File: src/rtl/lht_pkg.sv
// Shared types and codes for the LRU hash table.
package lht_pkg;

    localparam int CAP_BITS = 5;
    localparam logic [CAP_BITS-1:0] CAP_RESET = 5'd16;

    localparam logic [1:0] FUNC_LOOKUP = 2'd0;
    localparam logic [1:0] FUNC_UPDATE = 2'd1;
    localparam logic [1:0] FUNC_DELETE = 2'd2;

    localparam logic [1:0] MODE_ANY     = 2'd0;
    localparam logic [1:0] MODE_ABSENT  = 2'd1;
    localparam logic [1:0] MODE_PRESENT = 2'd2;
    localparam logic [1:0] MODE_INVALID = 2'd3;

    localparam logic [1:0] ST_OK        = 2'd0;
    localparam logic [1:0] ST_INVALID   = 2'd1;
    localparam logic [1:0] ST_NOT_FOUND = 2'd2;
    localparam logic [1:0] ST_EXISTS    = 2'd3;

    typedef struct packed {
        logic [1:0]  func;
        logic [63:0] key;
        logic [63:0] new_value;
        logic [1:0]  update_mode;
    } req_t;

    typedef struct packed {
        logic [1:0]  status;
        logic [63:0] read_value;
        logic        evicted;
    } rsp_t;

endpackage

File: src/rtl/lht_match.sv
// Parallel key compare, LRU slot select and free-slot priority pick.
module lht_match #(
    parameter int ENTRIES   = 16,
    parameter int KEY_BITS  = 64,
    parameter int RANK_BITS = 4
) (
    input  logic [ENTRIES-1:0]   valid_vec,
    input  logic [KEY_BITS-1:0]  key_arr [ENTRIES],
    input  logic [RANK_BITS-1:0] rank_arr [ENTRIES],
    input  logic [KEY_BITS-1:0]  key,
    input  logic [RANK_BITS-1:0] lru_rank,
    input  logic [ENTRIES-1:0]   avail_vec,
    output logic [ENTRIES-1:0]   hit_vec,
    output logic [RANK_BITS-1:0] hit_rank,
    output logic [ENTRIES-1:0]   lru_vec,
    output logic [ENTRIES-1:0]   pick_vec
);

    always_comb begin
        hit_rank = '0;
        for (int i = 0; i < ENTRIES; i++) begin
            hit_vec[i] = valid_vec[i] && (key_arr[i] == key);
            lru_vec[i] = valid_vec[i] && (rank_arr[i] == lru_rank);
            hit_rank   = hit_rank | (rank_arr[i] & {RANK_BITS{hit_vec[i]}});
        end
    end

    // lowest set bit
    assign pick_vec = avail_vec & (~avail_vec + ENTRIES'(1));

endmodule

File: src/rtl/lht_store.sv
// Slot storage, recency ranks and per-operation update logic.
module lht_store #(
    parameter int ENTRIES    = 16,
    parameter int KEY_BITS   = 64,
    parameter int VALUE_BITS = 64
) (
    input  logic                          aclk,
    input  logic                          aresetn,
    input  logic                          exec,
    input  lht_pkg::req_t                 req,
    input  logic [lht_pkg::CAP_BITS-1:0]  cap,
    output lht_pkg::rsp_t                 rsp
);
    import lht_pkg::*;

    localparam int RANK_BITS = (ENTRIES > 1) ? $clog2(ENTRIES) : 1;
    localparam int CNT_BITS  = $clog2(ENTRIES + 1);
    localparam int LIM_BITS  = (CNT_BITS > CAP_BITS) ? CNT_BITS : CAP_BITS;

    logic [ENTRIES-1:0]    valid_reg, valid_next;
    logic [RANK_BITS-1:0]  rank_reg [ENTRIES];
    logic [RANK_BITS-1:0]  rank_next [ENTRIES];
    logic [KEY_BITS-1:0]   key_reg [ENTRIES];
    logic [VALUE_BITS-1:0] value_reg [ENTRIES];
    logic [CNT_BITS-1:0]   live_reg, live_next;

    logic [KEY_BITS-1:0]   req_key;
    logic [VALUE_BITS-1:0] req_value;
    logic [CNT_BITS-1:0]   live_m1;
    logic [RANK_BITS-1:0]  lru_rank, hit_rank;
    logic [ENTRIES-1:0]    hit_vec, lru_vec, avail_vec, pick_vec, kept_vec, wr_vec;
    logic [VALUE_BITS-1:0] hit_value;
    logic [CAP_BITS-1:0]   cap1;
    logic                  hit, evict;
    logic                  do_touch, do_remove, do_insert, do_overwrite;

    assign req_key   = req.key[KEY_BITS-1:0];
    assign req_value = req.new_value[VALUE_BITS-1:0];
    assign live_m1   = live_reg - CNT_BITS'(1);
    assign lru_rank  = live_m1[RANK_BITS-1:0];

    // limit of zero behaves as one; above ENTRIES is covered by the all-valid term
    assign cap1  = (cap == '0) ? CAP_BITS'(1) : cap;
    assign evict = (&valid_reg) || (LIM_BITS'(live_reg) >= LIM_BITS'(cap1));

    assign avail_vec = ~valid_reg | (evict ? lru_vec : '0);
    assign kept_vec  = valid_reg & ~(evict ? lru_vec : '0);
    assign hit       = |hit_vec;

    lht_match #(
        .ENTRIES   (ENTRIES),
        .KEY_BITS  (KEY_BITS),
        .RANK_BITS (RANK_BITS)
    ) u_match (
        .valid_vec (valid_reg),
        .key_arr   (key_reg),
        .rank_arr  (rank_reg),
        .key       (req_key),
        .lru_rank  (lru_rank),
        .avail_vec (avail_vec),
        .hit_vec   (hit_vec),
        .hit_rank  (hit_rank),
        .lru_vec   (lru_vec),
        .pick_vec  (pick_vec)
    );

    always_comb begin
        hit_value = '0;
        for (int i = 0; i < ENTRIES; i++) begin
            hit_value = hit_value | (value_reg[i] & {VALUE_BITS{hit_vec[i]}});
        end
    end

    // operation decode and result
    always_comb begin
        rsp          = '0;
        rsp.status   = ST_OK;
        do_touch     = 1'b0;
        do_remove    = 1'b0;
        do_insert    = 1'b0;
        do_overwrite = 1'b0;
        case (req.func)
            FUNC_LOOKUP: begin
                if (hit) begin
                    rsp.read_value = 64'(hit_value);
                    do_touch       = 1'b1;
                end else begin
                    rsp.status = ST_NOT_FOUND;
                end
            end
            FUNC_UPDATE: begin
                if (req.update_mode == MODE_INVALID) begin
                    rsp.status = ST_INVALID;
                end else if (hit) begin
                    if (req.update_mode == MODE_ABSENT) begin
                        rsp.status = ST_EXISTS;
                    end else begin
                        do_overwrite = 1'b1;
                        do_touch     = 1'b1;
                    end
                end else if (req.update_mode == MODE_PRESENT) begin
                    rsp.status = ST_NOT_FOUND;
                end else begin
                    do_insert   = 1'b1;
                    rsp.evicted = evict;
                end
            end
            FUNC_DELETE: begin
                if (hit) begin
                    do_remove = 1'b1;
                end else begin
                    rsp.status = ST_NOT_FOUND;
                end
            end
            default: begin
                rsp.status = ST_INVALID;
            end
        endcase
    end

    // rank maintenance: ranks of live slots are always 0 .. live-1
    always_comb begin
        valid_next = valid_reg;
        live_next  = live_reg;
        for (int i = 0; i < ENTRIES; i++) begin
            rank_next[i] = rank_reg[i];
        end
        if (exec && do_touch) begin
            for (int i = 0; i < ENTRIES; i++) begin
                if (hit_vec[i]) begin
                    rank_next[i] = '0;
                end else if (valid_reg[i] && (rank_reg[i] < hit_rank)) begin
                    rank_next[i] = rank_reg[i] + RANK_BITS'(1);
                end
            end
        end
        if (exec && do_remove) begin
            for (int i = 0; i < ENTRIES; i++) begin
                if (hit_vec[i]) begin
                    valid_next[i] = 1'b0;
                    rank_next[i]  = '0;
                end else if (valid_reg[i] && (rank_reg[i] > hit_rank)) begin
                    rank_next[i] = rank_reg[i] - RANK_BITS'(1);
                end
            end
            live_next = live_m1;
        end
        if (exec && do_insert) begin
            for (int i = 0; i < ENTRIES; i++) begin
                if (pick_vec[i]) begin
                    valid_next[i] = 1'b1;
                    rank_next[i]  = '0;
                end else if (kept_vec[i]) begin
                    rank_next[i] = rank_reg[i] + RANK_BITS'(1);
                end else if (valid_reg[i]) begin
                    // evicted slot not reused
                    valid_next[i] = 1'b0;
                    rank_next[i]  = '0;
                end
            end
            live_next = evict ? live_reg : live_reg + CNT_BITS'(1);
        end
    end

    always_ff @(posedge aclk) begin
        if (!aresetn) begin
            valid_reg <= '0;
            live_reg  <= '0;
            for (int i = 0; i < ENTRIES; i++) begin
                rank_reg[i] <= '0;
            end
        end else begin
            valid_reg <= valid_next;
            live_reg  <= live_next;
            for (int i = 0; i < ENTRIES; i++) begin
                rank_reg[i] <= rank_next[i];
            end
        end
    end

    assign wr_vec = do_insert ? pick_vec : (do_overwrite ? hit_vec : '0);

    always_ff @(posedge aclk) begin
        for (int i = 0; i < ENTRIES; i++) begin
            if (exec && wr_vec[i]) begin
                value_reg[i] <= req_value;
                if (do_insert) begin
                    key_reg[i] <= req_key;
                end
            end
        end
    end

    a_live_matches_valid: assert property (@(posedge aclk) disable iff (!aresetn)
        $countones(valid_reg) == live_reg)
        else $error("live count out of step with valid slots");

    a_hit_unique: assert property (@(posedge aclk) disable iff (!aresetn)
        $onehot0(hit_vec))
        else $error("key matches more than one slot");

    a_evict_keeps_count: assert property (@(posedge aclk) disable iff (!aresetn)
        exec && rsp.evicted |=> live_reg == $past(live_reg))
        else $error("eviction changed live count");

endmodule

File: src/rtl/lru_hash_table.sv
// Top level of the LRU hash table: stream handshake, config port, storage.
// Keyed store of ENTRIES slots with least-recently-used replacement. Each
// input beat is a lookup, update or delete of one key; each produces exactly
// one result beat, held first in the input register and then in the result
// register. Throughput is one beat per clock while m_ready keeps the result
// register draining: the whole key search is a combinational compare
// against every slot in parallel, with state updated in the same cycle, so
// back-to-back beats see each other's effects. Both channels are valid/ready;
// an input register and a result register decouple the two sides. Register
// 0 (byte address 0) is capacity_limit, 5 bits, reset 16; a value of 0 acts
// as 1 and values above ENTRIES act as ENTRIES. Change it only while the
// block is idle. The table is empty after reset; no clearing pass is needed.
module lru_hash_table #(
    parameter int ENTRIES    = 16,
    parameter int KEY_BITS   = 64,
    parameter int VALUE_BITS = 64
) (
    input  logic          aclk,
    input  logic          aresetn,
    // input beats
    input  logic          s_valid,
    output logic          s_ready,
    input  lht_pkg::req_t s_data,
    // result beats
    output logic          m_valid,
    input  logic          m_ready,
    output lht_pkg::rsp_t m_data,
    // config port
    input  logic          psel,
    input  logic          penable,
    input  logic          pwrite,
    input  logic [2:0]    paddr,
    input  logic [31:0]   pwdata,
    output logic [31:0]   prdata,
    output logic          pready
);
    import lht_pkg::*;

    localparam logic REG_CAPACITY = 1'b0;

    req_t                req_reg;
    logic                req_valid_reg, req_valid_next;
    rsp_t                rsp_reg, rsp;
    logic                m_valid_reg, m_valid_next;
    logic [CAP_BITS-1:0] cap_reg;
    logic                out_free, exec, s_fire, cfg_wr;

    // an item executes when the result register is free or draining this cycle
    assign out_free = !m_valid_reg || m_ready;
    assign exec     = req_valid_reg && out_free;
    assign s_ready  = !req_valid_reg || exec;
    assign s_fire   = s_valid && s_ready;

    assign req_valid_next = s_fire ? 1'b1 : (exec ? 1'b0 : req_valid_reg);
    assign m_valid_next   = exec ? 1'b1 : (m_ready ? 1'b0 : m_valid_reg);

    always_ff @(posedge aclk) begin
        if (!aresetn) begin
            req_valid_reg <= 1'b0;
            m_valid_reg   <= 1'b0;
        end else begin
            req_valid_reg <= req_valid_next;
            m_valid_reg   <= m_valid_next;
        end
    end

    always_ff @(posedge aclk) begin
        if (s_fire) begin
            req_reg <= s_data;
        end
        if (exec) begin
            rsp_reg <= rsp;
        end
    end

    assign m_valid = m_valid_reg;
    assign m_data  = rsp_reg;

    // config register
    assign pready = 1'b1;
    assign cfg_wr = psel && penable && pwrite && pready;

    always_ff @(posedge aclk) begin
        if (!aresetn) begin
            cap_reg <= CAP_RESET;
        end else if (cfg_wr && (paddr[2] == REG_CAPACITY)) begin
            cap_reg <= pwdata[CAP_BITS-1:0];
        end
    end

    always_comb begin
        prdata = '0;
        if (paddr[2] == REG_CAPACITY) begin
            prdata = 32'(cap_reg);
        end
    end

    lht_store #(
        .ENTRIES    (ENTRIES),
        .KEY_BITS   (KEY_BITS),
        .VALUE_BITS (VALUE_BITS)
    ) u_store (
        .aclk    (aclk),
        .aresetn (aresetn),
        .exec    (exec),
        .req     (req_reg),
        .cap     (cap_reg),
        .rsp     (rsp)
    );

    a_exec_gives_result: assert property (@(posedge aclk) disable iff (!aresetn)
        exec |=> m_valid_reg)
        else $error("executed beat produced no result");

    a_no_overwrite: assert property (@(posedge aclk) disable iff (!aresetn)
        m_valid_reg && !m_ready |-> !exec)
        else $error("result register overwritten while stalled");

    a_accept_when_pending: assert property (@(posedge aclk) disable iff (!aresetn)
        req_valid_reg && !exec |-> !s_ready)
        else $error("input register overrun");

endmodule

File: config.mk
export PLATFORM = sky130hd
export DESIGN_NAME = lru_hash_table
export DESIGN_NICKNAME = d
export VERILOG_FILES = /design/src/rtl/lht_pkg.sv /design/src/rtl/lht_match.sv /design/src/rtl/lht_store.sv /design/src/rtl/lru_hash_table.sv
export SDC_FILE = /design/constraint.sdc
export NUM_CORES = 2
export LEC_CHECK = 0
export ABC_CLOCK_PERIOD_IN_PS = 10200
export BUFFER_PORTS_ARGS = -buffer_cell sky130_fd_sc_hd__buf_2
export CORE_MARGIN = 1.5
export CORE_UTILIZATION = 45
export CTS_CLUSTER_DIAMETER = 30
export DETAILED_ROUTE_END_ITERATION = 16
export PLACE_DENSITY = 0.6
export SYNTH_ARGS = -nofsm -noshare
export SYNTH_HDL_FRONTEND = slang
export SYNTH_SLANG_ARGS = --single-unit
File: constraint.sdc
create_clock -name aclk -period 10.2 [get_ports aclk]
set_input_delay 1.53 -clock aclk [delete_from_list [all_inputs] [get_ports aclk]]
set_output_delay 1.53 -clock aclk [all_outputs]
set_load 0.005 [all_outputs]
## Word level (Yosys, flattened, before mapping)

Memories as Yosys holds them, arrays and structs flattened.
Cells that the tools add are included.

| storage, ports and cells | value |
|---|---|
| word-level logic and storage cells | 583 |
| input port bits | 174 |
| register bits | 1315 |
| memories | 1 |
| RAM bits | 1024 |
| output and inout bits | 102 |

Memory list:

| memory | depth | bits a word | rd ports | clocked after Yosys merged registers in | write ports | line | RTL |
|---|---|---|---|---|---|---|---|
| u_store.value_reg | 16 | 64 | 16 | 0 | 16 | lht_store.sv:24 | `logic [VALUE_BITS-1:0] value_reg [ENTRIES];` |

| cells by class | value |
|---|---|
| equal/unequal tests | 38 |
| add/sub/neg operators | 35 |
| reduce and logical (&&, ||, !) cells | 120 |
| bitwise logic cells | 70 |
| muxes and demuxes | 242 |
| $lt $le $gt $ge | 33 |

Operators by type and width:

| kind | number |
|---|---|
| 64-bit AND | 16 |
| 64-bit equality test | 16 |
| 64-bit OR | 15 |
| 4-bit two-way mux | 112 |
| 64-bit two-way mux | 3 |
| 1-bit two-way mux | 110 |
| 1-bit logical AND | 88 |
| 16-bit two-way mux | 5 |
| 4-bit by 1-bit adder with 4-bit output (second input constant) | 16 |
| 4-bit AND | 16 |
| 4-bit equality test | 16 |
| 4-bit > comparator | 16 |
| 4-bit less-than comparator | 16 |
| 4-bit by 1-bit subtractor with 4-bit output (second input constant) | 16 |
| 4-bit OR | 15 |
| 16-bit inverter | 3 |
| 2-bit AND reduction | 18 |
| 16-bit AND | 2 |
| 5-bit two-way mux | 5 |
| 19-bit OR reduction | 1 |
| 16-bit by 1-bit adder with 16-bit output (second input constant) | 1 |
| 16-bit OR | 1 |
| 16-bit AND reduction | 1 |
| 16-bit OR reduction | 1 |
| 16 further kinds | 29 |

## Logic depth before layout (Yosys ltp)

| depth | value |
|---|---|
| depth in word-level cells | 30 |
| gate-level depth with buffers | 25 |
| gate-level depth less buffers | 20 |

## Hierarchy

Synthesis repeated with hierarchy kept, for this count alone.

| unflattened totals | value |
|---|---|
| cell total of the unflattened synthesis | 6184 |
| area total of the unflattened synthesis | 96590.1 um^2 |

By module, submodules not included:

| module | times used | cells each | area an instance (um^2) |
|---|---|---|---|
| lht_store | 1 | 4028 | 76200.6 |
| lht_match | 1 | 1890 | 13849.5 |
| lru_hash_table | 1 | 266 | 6540.0 |

## Least setup slack after synthesis

Ideal clock, no wire load.

| timing path | value |
|---|---|
| path kind | input port to flip-flop |
| start point | in m_ready |
| end point | mem u_store.value_reg[7][0] (netlist: u_store.value_reg[0][448]) (enable) |
| required time | 9.780 ns |
| buffers on the path | 3 |
| setup slack | -0.726 ns |
| arrival | 10.506 ns |
| cell stages on the path | 10 |
| cell sequence | nor2b_1 -> nand2b_1 -> clkbuf_1 -> inv_1 -> and2_1 -> clkbuf_1 -> nand2_1 -> buf_2 -> nor3b_1 -> a21o_1 |

RTL lines:

| what | line | RTL |
|---|---|---|
| from (decl) | lru_hash_table.sv:26 | `input logic m_ready,` |
| to (decl) | lht_store.sv:24 |  |

## Final worst setup path

| timing path | value |
|---|---|
| start point | reg req_reg[67] in the netlist's numbering |
| end point | reg u_store.rank_reg[28] in the netlist's numbering |

| between the ends | value |
|---|---|
| longest elaborated chain between the ends | 30 |

Ends and longest elaborated chain:

| what | line | RTL |
|---|---|---|
| from (decl) | lru_hash_table.sv:41 | `req_t req_reg;` |
| from (signal assigned) | lru_hash_table.sv:69 | `req_reg <= s_data;` |
| 64-bit equality test | lht_match.sv:22 | `hit_vec[i] = valid_vec[i] && (key_arr[i] == key);` |
| 1-bit logical AND | lht_match.sv:22 |  |
| 4-bit AND | lht_match.sv:24 | `hit_rank = hit_rank \| (rank_arr[i] & {RANK_BITS{hit_vec[i]}});` |
| 4-bit OR (15 in a row) | lht_match.sv:24 |  |
| 4-bit less-than comparator | lht_store.sv:132 | `end else if (valid_reg[i] && (rank_reg[i] < hit_rank)) begin` |
| 1-bit logical AND | lht_store.sv:132 |  |
| 4-bit two-way mux | lht_store.sv:132 |  |
| 4-bit two-way mux | lht_store.sv:130 | `if (hit_vec[i]) begin` |
| 64-bit two-way mux | lht_store.sv:128 | `if (exec && do_touch) begin` |
| 4-bit two-way mux | lht_store.sv:142 | `end else if (valid_reg[i] && (rank_reg[i] > hit_rank)) begin` |
| 4-bit two-way mux | lht_store.sv:139 | `if (hit_vec[i]) begin` |
| 64-bit two-way mux | lht_store.sv:137 | `if (exec && do_remove) begin` |
| 4-bit two-way mux | lht_store.sv:155 | `end else if (valid_reg[i]) begin` |
| 4-bit two-way mux | lht_store.sv:153 | `end else if (kept_vec[i]) begin` |
| 4-bit two-way mux | lht_store.sv:150 | `if (pick_vec[i]) begin` |
| 64-bit two-way mux (*) | lht_store.sv:148 | `if (exec && do_insert) begin` |
| to (signal, indexed assignment) | lht_store.sv:176 | `rank_reg[i] <= rank_next[i];` |
| to (decl) | lht_store.sv:21 | `logic [RANK_BITS-1:0] rank_reg [ENTRIES];` |

Mark *: on every way between the ends. The rest lies on a longest branch, timed or not.
A chain may end at the register's enable or synchronous reset.

==> run_results.csv <==
group,metric,value,unit
outcome,status,"finished clean",
power_and_ir_drop,power_frac_seq,41.4,%
detailed_routing,dr.pass1.iters,7,
detailed_routing,drt_iter0_markers,7192,
global_route,grt_remaining_overflow,0,
detailed_routing,vias_per_cell,5.97,
job,cap_violations,0,
critical_path,required,10.99,ns
power_and_ir_drop,clockPowerShare,55.9,%
clock_tree,cts.path.max_buffers,4,
min_path,hold_path_depth,0,
synth,synth_cell_types,104,
min_path,hold_end,"u_store.key_reg[102]$_DFFE_PP_",
timing,rsz0062_at_grt,"no",
placed_design,place_worst_setup_slack,2.88,ns
power_and_ir_drop,p_sw,0.00543,W
cells_and_area,drive_gt1_share,18.0,%
floorplan,io_pins,276,
floorplan,design.core.area,0.214,mm^2
clock_tree,clkSinkCount,2339,
timing,whs,0.447,ns
global_route,grt_max_degree,67,
floorplan,fp-row-count,170,
timing,finClkSkew,0.150,ns
critical_path,reg2reg_setup_slack,2.62,ns
timing,setup_slack,2.62,ns
synth,yosysSeqAreaShare,71.6,%
clock_tree,cts_buffers,462,
power_and_ir_drop,p_comb_share,2.7,%
clock_tree,clk_pin_slew,0.04,ns
global_route,grt_pass1_vias,56476,
power_and_ir_drop,pwr_density_cell,223,mW/mm^2
synth,syn_avg_cell_area,16.1,um^2
clock_tree,root_buffer,"clkbuf_16",
clock_tree,clkLatencyLatePin,1.01,ns
cells_and_area,final_common_cell,"edfxtp_1",
critical_path,worstRegToRegCells,19,
synth,syn_inst,6011,
timing,min_period,7.58,ns
clock_tree,hold_buffers,0,
clock_tree,cts_tree,"built",
critical_path,r2r_start,"req_reg[67]$_DFFE_PP_",
power_and_ir_drop,p_leak,39.5,nW
global_route,grt_util_all_layers,25.8,%
detailed_routing,wirelength,287000,um
global_route,antenna_found_initial,11,
synth,synth-main-ff-cell,"edfxtp_1",
synth,ys_ff_latch,2339,
timing,worst_pin_slew,1.20,ns
min_path,min_from,"req_reg[104]$_DFFE_PP_",
cells_and_area,fin_nets,6818,
synth,synth_edf_count,2247,
floorplan,start_util,45.2,%
clock_tree,ctsResizeCount,0,
timing,max_slew_margin,20.0,%
detailed_routing,postRouteAntennaNets,0,
power_and_ir_drop,irDropWorstVdd,0.190,mV
detailed_routing,route.detailed.drc,0,
timing,timing.final.crit_share,74.3,%
critical_path,critical_path.max_fanout,41,
min_path,hold_path.class,"register to register",
cells_and_area,synthToLayoutAreaGrowth,20.1,%
power_and_ir_drop,p_int,0.0205,W
detailed_routing,wire_per_inst,29.4,um
floorplan,dieArea,0.218,mm^2
placed_design,dp.final_hpwl,161000,um
synth,synth_area,0.0968,mm^2
global_route,grt_pass1_wl,406000,um
timing,fmaxAchievable,0.132,GHz
placed_design,placed_area,0.101,mm^2
placed_design,io_buffer_count,218,
clock_tree,htreeDepth,5,
synth,synth_async_sr_flop_share,0,%
timing,hold_viol_final,0,
critical_path,rr_endpoint,"u_store.rank_reg[28]$_SDFF_PN0_",
timing,slew_viol_final,0,
power_and_ir_drop,swShare,20.9,%
placed_design,place_congestion,0.939,
timing,timing.setup.tns,0,ns
floorplan,dieWidth,467,um
floorplan,die_h,467,um
synth,yosys_warnings,0,
critical_path,path_class,"register to register",
cells_and_area,final_cell_mix,"2247 x edfxtp_1, 1061 x xor2_1, 468 x clkbuf_16",
critical_path,startpoint_type,"register",
cells_and_area,finalInstanceArea,0.116,mm^2
timing,setup-violations-final,0,
detailed_routing,dr_total_vias,58297,
critical_path,cp-end-kind,"register",
clock_tree,cts_setup_buffers,0,
critical_path,arrival,8.37,ns
[metal layers]
metal | up-vias | wire, um | global-route usage (%)
met5 | - | 50 | 0
met2 | 2978 | 130000 | 39.2
met3 | 543 | 24800 | 4.83
met4 | 8 | 7830 | 7.99
met1 | 30040 | 125000 | 37.7
li1 | 24728 | - | -
[worst max-delay path: stages (launching register included)]
cell      delay [ns]
edfxtp_1        1.13
buf_4           0.43
xor2_1          0.12
nor4_1          0.35
nand4_1         0.29
nor4_4          0.89
and2_4          0.27
buf_4           0.65
a221oi_1        0.22
nand4_1         0.69
buf_4           0.36
ha_1            0.18
inv_1           0.04
a21o_1          0.21
o2111a_1        0.24
a311oi_1        0.35
nand4b_1        0.23
or4b_1          0.45
and3_1          0.19
o22ai_2         0.10
[logic make-up (layout without fill, tap and decap cells)]
family | after synthesis | count (layout) | share of synthesized area [%]
other | 2 | 33 | 0.00776
muxes | 22 | 22 | 0.244
xor gates and xnor gates | 1111 | 1111 | 10.2
adders and majority gates | 89 | 89 | 1.15
DFF | 2339 | 2339 | 71.6
and+or+nand+nor | 943 | 943 | 5.70
AOI/OAI and AO/OA | 1021 | 1021 | 8.19
buffers and inverters | 484 | 1367 | 2.97
[final cells by class]
cell class                      instances  area, um^2
Multi-Input combinational cell       3214       25000
Sequential cell                      2339       69300
Tap cell                             2838        3550
Clock inverter                        296        3050
Timing Repair Buffer                  427        2850
Fill cell                           16891       97900
Inverter                              113         427
Antenna cell                            5        12.5
Clock buffer                          531       12000
[power by group through the flow]
stage / Combinational (W) / Sequential (W) / Clock, W
global placement: 0.000677 / 0.0109 / 0
CTS: 0.000692 / 0.0107 / 0.0147
floorplan: 0.000397 / 0.0109 / 0
finish: 0.000690 / 0.0108 / 0.0145
global route: 0.000737 / 0.0108 / 0.0151
detailed placement: 0.000687 / 0.0109 / 0
[cell usage after synthesis (102+ instances only)]
cell type	instances	area share, %
buf_6	102	1.2
xor2_1	1061	9.6
clkbuf_1	139	0.54
a22o_1	202	1.8
inv_1	112	0.43
nor2_1	115	0.45
a221oi_1	209	1.9
edfxtp_1	2247	70
nand2_1	110	0.43
a22oi_1	143	1.1
nor4_1	263	1.7
[worst max-delay path by stage]
stage	start	endpoint	slack, ns
6_report	req_reg[67]$_DFFE_PP_	u_store.rank_reg[28]$_SDFF_PN0_	2.62
5_1_grt	req_reg[67]$_DFFE_PP_	u_store.rank_reg[28]$_SDFF_PN0_	2.47
4_1_cts	req_reg[67]$_DFFE_PP_	u_store.rank_reg[28]$_SDFF_PN0_	2.77
3_5_place_dp	req_reg[67]$_DFFE_PP_	u_store.rank_reg[28]$_SDFF_PN0_	2.88
3_3_place_gp	req_reg[82]$_DFFE_PP_	u_store.rank_reg[28]$_SDFF_PN0_	2.97
2_1_floorplan	m_ready	u_store.key_reg[320]$_DFFE_PP_	0.66
[per-stage QoR]
step	instances	utilization (%)	power, W
2_1_floorplan	6037	-	0.0113
3_3_place_gp	8931	47.2	0.0116
3_5_place_dp	8931	47.2	0.0116
5_1_grt	9760	54.3	0.0266
4_1_cts	9758	54.3	0.0261
6_report	9763	54.3	0.0260
Power figures use the tool's default switching activity.
